File: src/sps_ram.sv
// generic single-write, single-read synchronous ram with registered read data
module sps_ram #(
	parameter int WIDTH = 8,
	parameter int DEPTH = 16
) (
	input  logic                     clk,
	input  logic                     we,
	input  logic [$clog2(DEPTH)-1:0] waddr,
	input  logic [WIDTH-1:0]         wdata,
	input  logic [$clog2(DEPTH)-1:0] raddr,
	output logic [WIDTH-1:0]         rdata
);

	logic [WIDTH-1:0] mem_q [DEPTH];

	// write port
	always_ff @(posedge clk) begin
		if (we) begin
			mem_q[waddr] <= wdata;
		end
	end

	// read port, registered read data
	always_ff @(posedge clk) begin
		rdata <= mem_q[raddr];
	end

endmodule

File: config.mk
export PLATFORM = sky130hd
export DESIGN_NAME = sps_ram
export DESIGN_NICKNAME = d
export VERILOG_FILES = /design/src/sps_ram.sv
export SDC_FILE = /design/constraint.sdc
export NUM_CORES = 1
export LEC_CHECK = 0
export BUFFER_PORTS_ARGS = -buffer_cell sky130_fd_sc_hd__buf_2
export CORE_MARGIN = 2
export CORE_UTILIZATION = 35
export CTS_BUF_LIST = sky130_fd_sc_hd__clkbuf_16
export DETAILED_ROUTE_END_ITERATION = 10
export PLACE_DENSITY = 0.55
export SYNTH_ARGS = -nofsm -noshare
export SYNTH_HDL_FRONTEND = slang
export SYNTH_SLANG_ARGS = --single-unit
File: constraint.sdc
create_clock -name clk -period 4.13 [get_ports clk]
set_input_delay 0.6195 -clock clk [delete_from_list [all_inputs] [get_ports clk]]
set_output_delay 0.6195 -clock clk [all_outputs]
set_load 0.03 [all_outputs]
; Yosys cells after proc, flatten, opt, wreduce, memory -nomap -nowiden
; Memory sizes are Yosys's and may differ from the RTL's. A register that Yosys moved wholly into a read port is not among the register bits.
; Index checks and enable logic that the tools add are counted.
[totals]
n_memories = 1
in_bits = 18
ff_bits = 0
ramBits = 128
[op_classes]
mux = 2
[mem_list]
columns = name, depth, word_bits, read_ports, rd_ports_with_merged_regs, write_ports, line
row1 = mem_q, 16, 8, 1, 1, 1, 14  ; logic [WIDTH-1:0] mem_q [DEPTH];
[ops]
columns = operator, count
row1 = two-way mux 1 bit, 2

; Depth between registers and ports, before layout
[depth]
word_depth = 2
mapped_depth = 5

; Worst setup path before layout
; Ideal clock, no wire load.
[synth_path]
kind = in2reg
start = in waddr[2]
end = mem mem_q[0][0], enable pin
slack_ns = 2.018
required_ns = 3.747
n_path_buf = 0
cell_stages = 2
t_arrival_ns = 1.729
path_cell_list = or3b_2 -> nor3_1
[synth_rtl]
columns = item, line
row1 = "start, declared", 8  ; input logic [$clog2(DEPTH)-1:0] waddr,
row2 = "end, declared", 14
; No word-level cell before the write port.

==> flow_summary.toml <==
[sta]
fin_setup_tns_ns = 0
slew_headroom_pct = 28.2
drv_slew = 0
min_period_ns = 2.08
fmax_ghz = 0.481
setup_viol = 0
hold_viol = 0
skew_ns = 0.00900
timing.final.crit_share_pct = 50.4
worstMarginPinSlew_ns = 1.07
rsz0062_at_grt = "false"

[power]
seq_power_share_pct = 46.9
combPwrFrac_pct = 4.7
switching_share_pct = 19.7
power.internal_mw = 2.66
power_mw = 3.31
netSwitchingPower_mw = 0.653
cellPowerDensity_nw_per_um2 = 544
pwr-share-clk_pct = 48.4
p_leak_nw = 2.02
peakVddDrop_mv = 0.415

[layout]
areaGrowthSynthToFinish_pct = 18.3
antennaDiodeCount = 0
drive_gt1_share_pct = 28.2
final_core_util_pct = 42.2
n_fill_cell = 1269
nets = 286

[detailed_routing]
first_pass_iters = 4
num_vias = 2375
wl_per_cell_um = 22.3
drc = 0
initialDrtViolationCount = 297
drt_wl_total_mm = 10.3
routed_via_density = 5.12
ant_nets = 0

[clocking]
cts.sinks = 136
path_clk_slew_ns = 0.06
post_cts_buffers = 0
root_buffer = "clkbuf_16"
cts_hold_buffers = 0
clockBufferDepth = 2
tritoncts = "yes"
cts.htree.levels = 4
clk_latency_ns = 0.41
cts-resized-gates = 0
cts_buffers = 17

[setup_path]
crit_fanout = 20
cp-end-kind = "flip-flop"
path_class = "input port to flip-flop"
timing.rr.start = "mem_q[2][2]$_DFFE_PP_"
critical-path-top-delay-family = "buffers and inverters"
rr_worst_depth = 3
r2r_setup_slack_ns = 2.72
cp_slowest_cell = "mux4_1"
worstPathArrival_ns = 2.38
reg2reg_to = "rdata[2]$_DFF_P_"
critPathLaunch = "raddr[0]"
crit_end = "rdata[3]$_DFF_P_"
critical_path.cell_chain = "buf_2, buf_4, mux4_1, a22oi_1, nand2_1"
required_ns = 4.43
critPathLaunchType = "input port"
crit_buf_inv = 2
slowest_delay_ns = 0.58
path_depth = 5

[yosys]
synthesis.nets = 247
netlist-cell-type-count = 19
synth.most_common_cell = "edfxtp_1"
yosysTopAreaCellShare_pct = 74.7
synth_area_leaders = "edfxtp_1 75%, mux4_2 7.9%, mux4_1 7.1%"
avgSynthCellArea_um2 = 22.5
async_flop_share_pct = 0
syn_inst = 229
synthFlopType = "edfxtp_1"
synth_seq_cells = 136
synthTopCellsByCount = "128 x edfxtp_1, 18 x mux4_2, 16 x a22oi_1, 14 x mux4_1, 13 x nor2_1"
yosysSeqAreaShare_pct = 77.8
syn_area_um2 = 5150
synth_area_leader_cell = "edfxtp_1"
ys_warn_count = 0
synth_edf_count = 128

[global_route]
antenna_found_initial = 0
grt_max_degree = 33
grt_pass1_vias = 2526
grt_usage_pct = 14.1
overflow = 0
grt_pass1_wl_mm = 15.7

[placed_design]
dpl.hpwl_mm = 6.40
place.gp.congestion = 0.720
portBuffers = 25

[floorplanning]
core_area_um2 = 14400
die_w_um = 125
boundaryPins = 26
die_area_um2 = 15700
fp.dieH_um = 125
start_util_pct = 35.7
fp-row-count = 44

[min_path]
min_path_type = "input port to flip-flop"

[run_status]
status = "completed"

[job]
cap_violations = 0
logic make-up after synthesis:
| kind of cell | Yosys count | share of synthesized area (%) |
|---|---|---|
| flip-flops | 136 | 77.8 |
| AND/OR/NAND/NOR | 35 | 3.18 |
| multiplexers | 32 | 15.0 |
| AO/OA/AOI/OAI | 16 | 2.33 |
| buffers and inverters | 10 | 1.68 |
registers in the layout, summed over array words and instances (netlist names):
signal,cells
mem_q,128
rdata,8
layout by cell type (no fill, tap or decap):
master      netlist  routed
and2_1            1       1
clkinv_4          0       1
clkbuf_2          0       1
edfxtp_1        128     128
clkinvlp_4        0       4
nor3_1            4       3
a22oi_1          16      16
and2b_1           1       1
mux4_2           18      18
clkinv_2          0       2
nand2b_1          2       2
or3b_2            1       1
nand3_1           1       1
clkinv_1          0       2
buf_4             1       4
nor3_2            0       1
nand3b_1          2       2
clkbuf_16         0      17
bufinv_16         0       5
nor2b_1           1       1
dfxtp_1           8       8
buf_2             3      25
mux4_1           14      14
nand2_1           9       9
nor2_1           13      13
layout make-up:
type                            instances  area [um^2]  area share, %
Clock buffer                           17          425           6.99
Sequential cell                       136         4000           65.8
Tap cell                              184          230           3.78
Multi-Input combinational cell         83         1060           17.4
Clock inverter                         14          206           3.39
Timing Repair Buffer                   30          160           2.63
how the worst min path moves through the flow:
stage / startpoint / endpoint / slack (ns) / cells past startpoint
finish: wdata[0] / mem_q[6][0]$_DFFE_PP_ / 0.59 / 1
global route: wdata[0] / mem_q[4][0]$_DFFE_PP_ / 0.59 / 1
CTS: wdata[0] / mem_q[6][0]$_DFFE_PP_ / 0.58 / 1
detailed placement: mem_q[15][7]$_DFFE_PP_ / rdata[7]$_DFF_P_ / 0.66 / 3
global placement: mem_q[8][5]$_DFFE_PP_ / rdata[5]$_DFF_P_ / 0.65 / 3
floorplan: mem_q[7][0]$_DFFE_PP_ / rdata[0]$_DFF_P_ / 0.63 / 3
worst register-to-register path, stage by stage (launching register included):
cell	delay, ns
edfxtp_1	0.35
mux4_1	0.50
a22oi_1	0.35
nand2_1	0.09
power by group through the flow:
stage,clock network (mW),registers (mW),logic (mW)
6_report,1.60,1.55,0.156
5_1_grt,1.68,1.55,0.170
4_1_cts,1.63,1.55,0.159
3_5_place_dp,0,1.58,0.159
3_3_place_gp,0,1.58,0.156
2_1_floorplan,0,1.60,0.0783
layer usage:
metal / vias to the layer above / track usage (%) / share of wire, %
met3: 7 / 4.19 / 7.9
met5: - / 0 / 0
met2: 88 / 20.7 / 46
li1: 1052 / - / -
met1: 1228 / 20.4 / 45
met4: 0 / 4.31 / 0.95
stage by stage:
stage                     instances  area [um^2]  setup WS [ns]  hold WS, ns
final                           464         6090           2.05        0.588
after detailed placement        432         5450           1.50        0.662
after floorplan                 229         5150           2.02        0.629
after CTS                       463         6080           1.93        0.582
after global placement          432         5450           1.52        0.653
after global routing            464         6090           1.87        0.594
Note: power is estimated with default switching activity, not from simulation.
