===== src/sps_pkg.sv =====
// shared types and constants of the sparse-set id registry
package sps_pkg;

	localparam int MAX_IDS = 1024;
	localparam int ID_W    = 10;
	localparam int CNT_W   = $clog2(MAX_IDS) + 1;
	localparam int SLOT_W  = CNT_W;
	localparam int ADDR_W  = $clog2(MAX_IDS);

	localparam logic [SLOT_W-1:0] SLOT_EMPTY = '1;

	typedef enum logic [1:0] {
		FUNC_CREATE  = 2'd0,
		FUNC_DESTROY = 2'd1,
		FUNC_QUERY   = 2'd2
	} func_t;

	typedef enum logic [1:0] {
		ST_OK   = 2'd0,
		ST_FULL = 2'd1,
		ST_DEAD = 2'd2
	} status_t;

	typedef enum logic [2:0] {
		S_IDLE,
		S_SLOT,
		S_CMP,
		S_PATCH,
		S_OUT
	} state_t;

	// read and write requests toward the sparse and dense memories
	typedef struct packed {
		logic [ADDR_W-1:0] sp_raddr;
		logic              sp_we;
		logic [ADDR_W-1:0] sp_waddr;
		logic [SLOT_W-1:0] sp_wdata;
		logic [ADDR_W-1:0] dn_raddr;
		logic              dn_we;
		logic [ADDR_W-1:0] dn_waddr;
		logic [ID_W-1:0]   dn_wdata;
	} mem_req_t;

	// counters visible to the top level
	typedef struct packed {
		logic [CNT_W-1:0] live_count;
		logic [CNT_W-1:0] next_free_id;
	} ctr_stat_t;

endpackage


===== src/sps_ctrl.sv =====
// sequencer: create, destroy and query over the sparse and dense memories
module sps_ctrl (
	input  logic                     clk,
	input  logic                     arst_n,
	input  logic                     in_valid,
	output logic                     in_ready,
	input  logic [1:0]               func,
	input  logic [sps_pkg::ID_W-1:0] target_id,
	output logic                     out_valid,
	input  logic                     out_ready,
	output logic [sps_pkg::ID_W-1:0] result_id,
	output logic                     alive,
	output logic [1:0]               status,
	output sps_pkg::mem_req_t        req,
	input  logic [sps_pkg::SLOT_W-1:0] sp_rdata,
	input  logic [sps_pkg::ID_W-1:0]   dn_rdata,
	output sps_pkg::ctr_stat_t       stat
);
	import sps_pkg::*;

	state_t            state_q, state_d;
	func_t             func_q, func_d;
	logic [ID_W-1:0]   id_q, id_d;
	logic [SLOT_W-1:0] slot_q, slot_d;
	logic [ID_W-1:0]   back_q, back_d;
	logic              pre_q, pre_d;
	logic [CNT_W-1:0]  live_cnt_q, live_cnt_d;
	logic [CNT_W-1:0]  next_id_q, next_id_d;
	logic [CNT_W-1:0]  last_cnt;
	logic [ID_W-1:0]   res_id_q, res_id_d;
	logic              res_alive_q, res_alive_d;
	status_t           res_status_q, res_status_d;
	logic              out_valid_q, out_valid_d;
	logic [ID_W-1:0]   out_id_q;
	logic              out_alive_q;
	status_t           out_status_q;
	logic              out_load;
	logic              is_live;

	assign last_cnt = live_cnt_q - CNT_W'(1);
	assign is_live  = pre_q && (dn_rdata == id_q);

	// next state, memory requests and result
	always_comb begin
		state_d      = state_q;
		func_d       = func_q;
		id_d         = id_q;
		slot_d       = slot_q;
		back_d       = back_q;
		pre_d        = pre_q;
		live_cnt_d   = live_cnt_q;
		next_id_d    = next_id_q;
		res_id_d     = res_id_q;
		res_alive_d  = res_alive_q;
		res_status_d = res_status_q;
		out_load     = 1'b0;
		in_ready     = (state_q == S_IDLE);
		req          = '0;
		case (state_q)
			S_IDLE: begin
				// look up the sparse slot and the last dense entry up front
				req.sp_raddr = target_id[ADDR_W-1:0];
				req.dn_raddr = last_cnt[ADDR_W-1:0];
				if (in_valid) begin
					func_d       = func_t'(func);
					id_d         = target_id;
					res_id_d     = target_id;
					res_alive_d  = 1'b0;
					res_status_d = ST_OK;
					case (func_t'(func))
						FUNC_CREATE: begin
							state_d = S_OUT;
							if (next_id_q >= CNT_W'(MAX_IDS)) begin
								res_id_d     = '0;
								res_status_d = ST_FULL;
							end else begin
								req.dn_we    = 1'b1;
								req.dn_waddr = live_cnt_q[ADDR_W-1:0];
								req.dn_wdata = next_id_q[ID_W-1:0];
								req.sp_we    = 1'b1;
								req.sp_waddr = next_id_q[ADDR_W-1:0];
								req.sp_wdata = live_cnt_q;
								live_cnt_d   = live_cnt_q + CNT_W'(1);
								next_id_d    = next_id_q + CNT_W'(1);
								res_id_d     = next_id_q[ID_W-1:0];
								res_alive_d  = 1'b1;
							end
						end
						FUNC_DESTROY, FUNC_QUERY: begin
							state_d = S_SLOT;
						end
						default: begin
							state_d = S_OUT;
						end
					endcase
				end
			end
			S_SLOT: begin
				// sparse slot is back: range checks, then fetch the dense entry
				slot_d       = sp_rdata;
				back_d       = dn_rdata;
				req.dn_raddr = sp_rdata[ADDR_W-1:0];
				pre_d        = ({1'b0, id_q} < next_id_q) && (sp_rdata != SLOT_EMPTY)
					&& (sp_rdata < live_cnt_q);
				state_d      = S_CMP;
			end
			S_CMP: begin
				state_d = S_OUT;
				if (func_q == FUNC_QUERY) begin
					res_alive_d = is_live;
				end else if (is_live) begin
					// move the last entry into the freed slot
					req.dn_we    = 1'b1;
					req.dn_waddr = slot_q[ADDR_W-1:0];
					req.dn_wdata = back_q;
					req.sp_we    = 1'b1;
					req.sp_waddr = id_q[ADDR_W-1:0];
					req.sp_wdata = SLOT_EMPTY;
					live_cnt_d   = last_cnt;
					if (back_q != id_q) begin
						state_d = S_PATCH;
					end
				end else begin
					res_status_d = ST_DEAD;
				end
			end
			S_PATCH: begin
				// point the moved id at its new slot
				req.sp_we    = 1'b1;
				req.sp_waddr = back_q[ADDR_W-1:0];
				req.sp_wdata = slot_q;
				state_d      = S_OUT;
			end
			S_OUT: begin
				if (!out_valid_q || out_ready) begin
					out_load = 1'b1;
					state_d  = S_IDLE;
				end
			end
			default: begin
				state_d = S_IDLE;
			end
		endcase
		out_valid_d = out_load ? 1'b1 : (out_ready ? 1'b0 : out_valid_q);
	end

	// control state
	always_ff @(posedge clk or negedge arst_n) begin
		if (!arst_n) begin
			state_q     <= S_IDLE;
			live_cnt_q  <= '0;
			next_id_q   <= '0;
			out_valid_q <= 1'b0;
		end else begin
			state_q     <= state_d;
			live_cnt_q  <= live_cnt_d;
			next_id_q   <= next_id_d;
			out_valid_q <= out_valid_d;
		end
	end

	// working and output payload
	always_ff @(posedge clk) begin
		func_q       <= func_d;
		id_q         <= id_d;
		slot_q       <= slot_d;
		back_q       <= back_d;
		pre_q        <= pre_d;
		res_id_q     <= res_id_d;
		res_alive_q  <= res_alive_d;
		res_status_q <= res_status_d;
		if (out_load) begin
			out_id_q     <= res_id_q;
			out_alive_q  <= res_alive_q;
			out_status_q <= res_status_q;
		end
	end

	assign out_valid         = out_valid_q;
	assign result_id         = out_id_q;
	assign alive             = out_alive_q;
	assign status            = out_status_q;
	assign stat.live_count   = live_cnt_q;
	assign stat.next_free_id = next_id_q;

endmodule


===== config.mk =====
export PLATFORM = sky130hd
export DESIGN_NAME = sps_ctrl
export DESIGN_NICKNAME = d
export VERILOG_FILES = /design/src/sps_pkg.sv /design/src/sps_ctrl.sv
export SDC_FILE = /design/constraint.sdc
export NUM_CORES = 1
export LEC_CHECK = 0
export ABC_CLOCK_PERIOD_IN_PS = 7200
export BUFFER_PORTS_ARGS = -buffer_cell sky130_fd_sc_hd__buf_2
export CAP_MARGIN = 15
export CORE_ASPECT_RATIO = 0.7
export CORE_MARGIN = 3
export CORE_UTILIZATION = 57
export CTS_CLUSTER_DIAMETER = 150
export CTS_CLUSTER_SIZE = 30
export DETAILED_ROUTE_END_ITERATION = 12
export PLACE_DENSITY = 0.95
export SLEW_MARGIN = 20
export SYNTH_ARGS = -nofsm -noshare
export SYNTH_HDL_FRONTEND = slang
export SYNTH_SLANG_ARGS = --single-unit

===== constraint.sdc =====
create_clock -name clk -period 7.2 [get_ports clk]
set_clock_uncertainty 0.2 [all_clocks]
set_input_delay 0.36 -clock clk [delete_from_list [all_inputs] [get_ports clk]]
set_output_delay 0.36 -clock clk [all_outputs]
set_load 0.02 [all_outputs]

# Word-level counts from Yosys, hierarchy flattened
# Index checks and enable logic that the tools add are counted.
# op_classes
n_reduce_logical	16
n_mux	44
n_eq_ne	18
addsub	3
n_shift	0
multipliers	0
bitwise	1
div_mod_pow	0
n_lt_le_gt_ge	3
# op_table
operator	n
two-way mux 22 bit	5
two-way mux 21 bit	5
one-hot mux 22 bit (3 select lines)	1
two-way mux 11 bit	5
one-hot mux 21 bit (2 select lines)	1
two-way mux 10 bit	3
adder 11 x 1 -> 11 bit, second input constant	2
one-hot mux 11 bit (2 select lines)	1
one-hot mux 10 bit (2 select lines)	1
two-way mux 3 bit	6
one-hot mux 3 bit (5 select lines)	1
!= test 2 bit, second input constant	7
greater-or-equal comparator 11 bit, second input constant	1
less-than comparator 10 x 11 -> 1 bit	1
less-than comparator 11 bit	1
!= test 11 bit, second input constant	1
subtractor 11 x 1 -> 11 bit, second input constant	1
== test 10 bit	1
two-way mux 1 bit	10
!= test 10 bit	1
AND reduction 4 bit	2
== test 3 x 2 -> 1 bit, second input constant	2
two-way mux 2 bit	3
AND reduction 6 bit	1
other kinds (17)	22
# word_totals
latchBits	0
n_memories	0
elab_cells	100
ramBits	0
out_inout_bits	100
regBits	86
mem_bits_ro	0

# Longest topological paths before layout
# depth
ltp_word	5
depth_mapped	9
mapped_depth_nobuf	7

# Least setup slack after synthesis
# Ideal clock, no wire load.
# synth_path
path_type	register to output
startpoint	reg live_cnt_q[0]
endpoint	out req[29] (netlist bit)
path_stages_with_launch	8
setup_slack_ns	4.204
n_path_buf	1
required_ns	6.640
t_arrival_ns	2.436
cell_sequence	dfrtp_1 -> clkbuf_1 -> inv_1 -> ha_1 -> or4b_1 -> or4_1 -> xnor2_1 -> o21ai_0
# synth_lines
item	line	rtl
start: declaration	sps_ctrl.sv:27	logic [CNT_W-1:0] live_cnt_q, live_cnt_d;
start signal: assignment	sps_ctrl.sv:156	live_cnt_q <= live_cnt_d;
end: declaration	sps_ctrl.sv:14	output sps_pkg::mem_req_t req,

==> metrics.md <==
| Metric | Value |
|---|---|
| Status | finished, final reports clean |
| Vias in the first global route | 4,336 |
| Grt total ovfl | 0 |
| Worst Max-Slew Pin Slew | 1.09 ns |
| Post-route DRC | 0 |
| Syn Inst Count | 481 |
| Post-synth top area share | 36.7% |
| First drt pass iteration count | 6 |
| GP Congestion | 0.964 |
| Final Hold Fails | 0 |
| Via Count | 4,570 |
| Root buf cell | clkbuf_16 |
| Routed WL | 15.1 mm |
| Area growth from synthesis to layout | 21.5% |
| Post-Route Setup TNS | 0 ns |
| Cell-internal power | 1270 µW |
| GR Layer Usage met1 | 43.3% |
| Vias per cell | 6.46 |
| Post-CTS Setup Inserts | 0 |
| Largest net degree at the start of global routing | 57 |
| Period utilization | 60.4% |
| I/O pin cnt | 137 |
| Final setup fails | 0 |
| Initial antenna violation count | 0 |
| CTS sink cnt | 86 |
| Arrival @ worst endpoint | 3.79 ns |
| H-tree levels | 3 |
| Fin util | 73.7% |
| Most frequent cells in the layout | buf_2, nand2_1, edfxtp_1 |
| Cell Rows | 27 |
| Global-route wire length before repair | 23.3 mm |
| Initial Util | 60.6% |
| Avg WL per Cell | 21.4 µm |
| Post_cts resized | 0 |
| Hold Buf Count CTS | 4 |
| Sw Share | 42.6% |
| Slew HR | 27.1% |
| Antenna diode count | 0 |
| Critical path required time | 6.64 ns |
| Unrepaired setup endpoints after global routing | no |
| DRT iter0 DRCs | 595 |
| Die ar. | 9790 µm² |
| Layout cells sized above 1 | 26.6% |
| Area leader, netlist | edfxtp_1 |
| CTS tree | done |
| Number of library cell types mapped by synthesis | 50 |
| Min Hold Slack | 0.00822 ns |
| Synth top area cells | edfxtp_1, dfrtp_1, xnor2_1 |
| Hold Crit Class | input port to flop |
| Most common cell after layout, fill and taps aside | buf_2 |
| Met3 Use GR | 11.4% |
| Number of synthesized flops with an enable pin | 60 |
| Main synth FF type | edfxtp_1 |
| Combinational power share | 38.8% |
| Latest clock arrival within the worst-skew pair | 0.35 ns |
| Total core area | 8110 µm² |
| Seq pwr share | 38.2% |
| Post-DP HPWL | 10.5 mm |
| Die X | 117 µm |
| Crit path max fanout | 56 |
| Post-route ant nets | 0 |
| Psw | 945 µW |
| Clock network fraction of design power | 23.0% |
| Clock Tree Buf Depth | 2 |
| CTS Buf Count | 9 |
| Fin crit period | 4.35 ns |
| Nets | 662 |
| Synth Warn # | 0 |
| Syn Std Cell Area | 4910 µm² |
| CP endpoint kind | primary output |
| Max VDD drop | 0.000221 V |
| Syn_nets | 542 |
| Nature of the critical path startpoint | input port |
| Lkg Pwr | 0.00271 µW |
| Busiest grt layer | met2 |
| Ys async rst share | 30.2% |
| Reg clk slew, reported paths | 0.06 ns |
| Sequential area share after synthesis | 49.9% |
| Max_cap viols | 0 |
| Worst setup path class | input port to primary output |
| Register bit total from synthesis | 86 |
| P per Cell Area | 372 nW/µm² |
| Port Buffers | 136 |
| Die Height | 83.7 µm |
| Tot GR Track Use | 31.1% |
| Fin. max-slew vios | 0 |
| Max Freq | 230 MHz |
| Met2 usage | 45.0% |
| Syn avg cell area | 10.2 µm² |
cell families (layout without fill, tap and decap cells):
logic type                 Yosys count  count (layout)  share of synthesized area (%)
muxes                                1               1                          0.204
adders and majority gates           24              24                           6.11
xor gates and xnor gates            48              48                           8.56
AOI/OAI and AO/OA                   97              97                           14.3
and+or+nand+nor                    154             154                           15.2
DFF                                 86              86                           49.9
buffers and inverters               71             196                           5.81
metrics by stage:
stage / worst slack [ns] / cells / area [µm²] / power (µW)
2_1_floorplan: 4.20 / 481 / 4910 / 1380
4_1_cts: 2.92 / 706 / 5960 / 2190
5_1_grt: 2.68 / 707 / 5970 / 2310
3_5_place_dp: 3.50 / 686 / 5600 / 1680
3_3_place_gp: 3.61 / 686 / 5600 / 1650
6_report: 2.85 / 707 / 5970 / 2220
synthesized netlist by cell type, types with 10 or more instances:
| master | n |
|---|---|
| xnor2_1 | 40 |
| nor3_1 | 10 |
| nand4_1 | 13 |
| nand3_1 | 12 |
| edfxtp_1 | 60 |
| ha_1 | 24 |
| nand2_1 | 70 |
| inv_1 | 36 |
| o22ai_1 | 11 |
| a22o_1 | 18 |
| dfrtp_1 | 26 |
| a221o_1 | 11 |
| clkbuf_1 | 21 |
| nor2_1 | 21 |
| o21ai_0 | 19 |
layout make-up:
class | count | area, µm²
clock inverters | 7 | 97.6
inverters | 37 | 139
multi-input cells | 324 | 2180
flip-flops and latches | 86 | 2450
well taps | 101 | 126
repair buffers | 143 | 749
clock buffers | 9 | 225
fillers | 530 | 2140
flip-flops by register name, indices dropped and copies added (netlist names):
signal	count
result_id	10
pre_q	1
state_q	3
live_cnt_q	11
res_alive_q	1
status	2
res_id_q	10
func_q	2
res_status_q	2
out_valid	1
back_q	10
slot_q	11
id_q	10
next_id_q	11
alive	1
final timing paths:
| path | startpoint | endpoint | slack [ns] | depth (start not counted) |
|---|---|---|---|---|
| min in group asynchronous | arst_n | live_cnt_q[10]$_DFFE_PN0P_ | 0.37 | 2 |
| max | func[0] | req[44] | 2.85 | 9 |
| min | func[1] | func_q[1]$_DFFE_PP_ | 0.008 | 1 |
| max reg2reg | state_q[2]$_DFFE_PN0P_ | next_id_q[5]$_DFFE_PN0P_ | 3.73 | 6 |
| max in group asynchronous | arst_n | live_cnt_q[9]$_DFFE_PN0P_ | 6.00 | 2 |
| min reg2reg | res_id_q[6]$_DFFE_PP_ | result_id[6]$_DFFE_PP_ | 0.21 | 0 |
power by group through the flow:
stage,clock (µW),sequential (µW),combinational (µW)
5_1_grt,530,863,921
4_1_cts,508,839,844
3_3_place_gp,0,839,812
3_5_place_dp,0,847,833
2_1_floorplan,0,830,548
6_report,510,848,861
critical path, cell delays in order:
cell and delay [ns]:
dlygate4sd3_1 0.53, buf_2 0.12, inv_1 0.05, ha_1 0.68
nor2b_1 0.42, and3_2 0.94, nand2_1 0.31, nand3_1 0.16
buf_2 0.18
layer usage:
layer,wire (µm),up-vias
li1,-,1968
met1,5740,2111
met2,6680,429
met3,2220,62
met4,506,0
met5,0,-
Note: power is estimated with default switching activity, not from simulation.
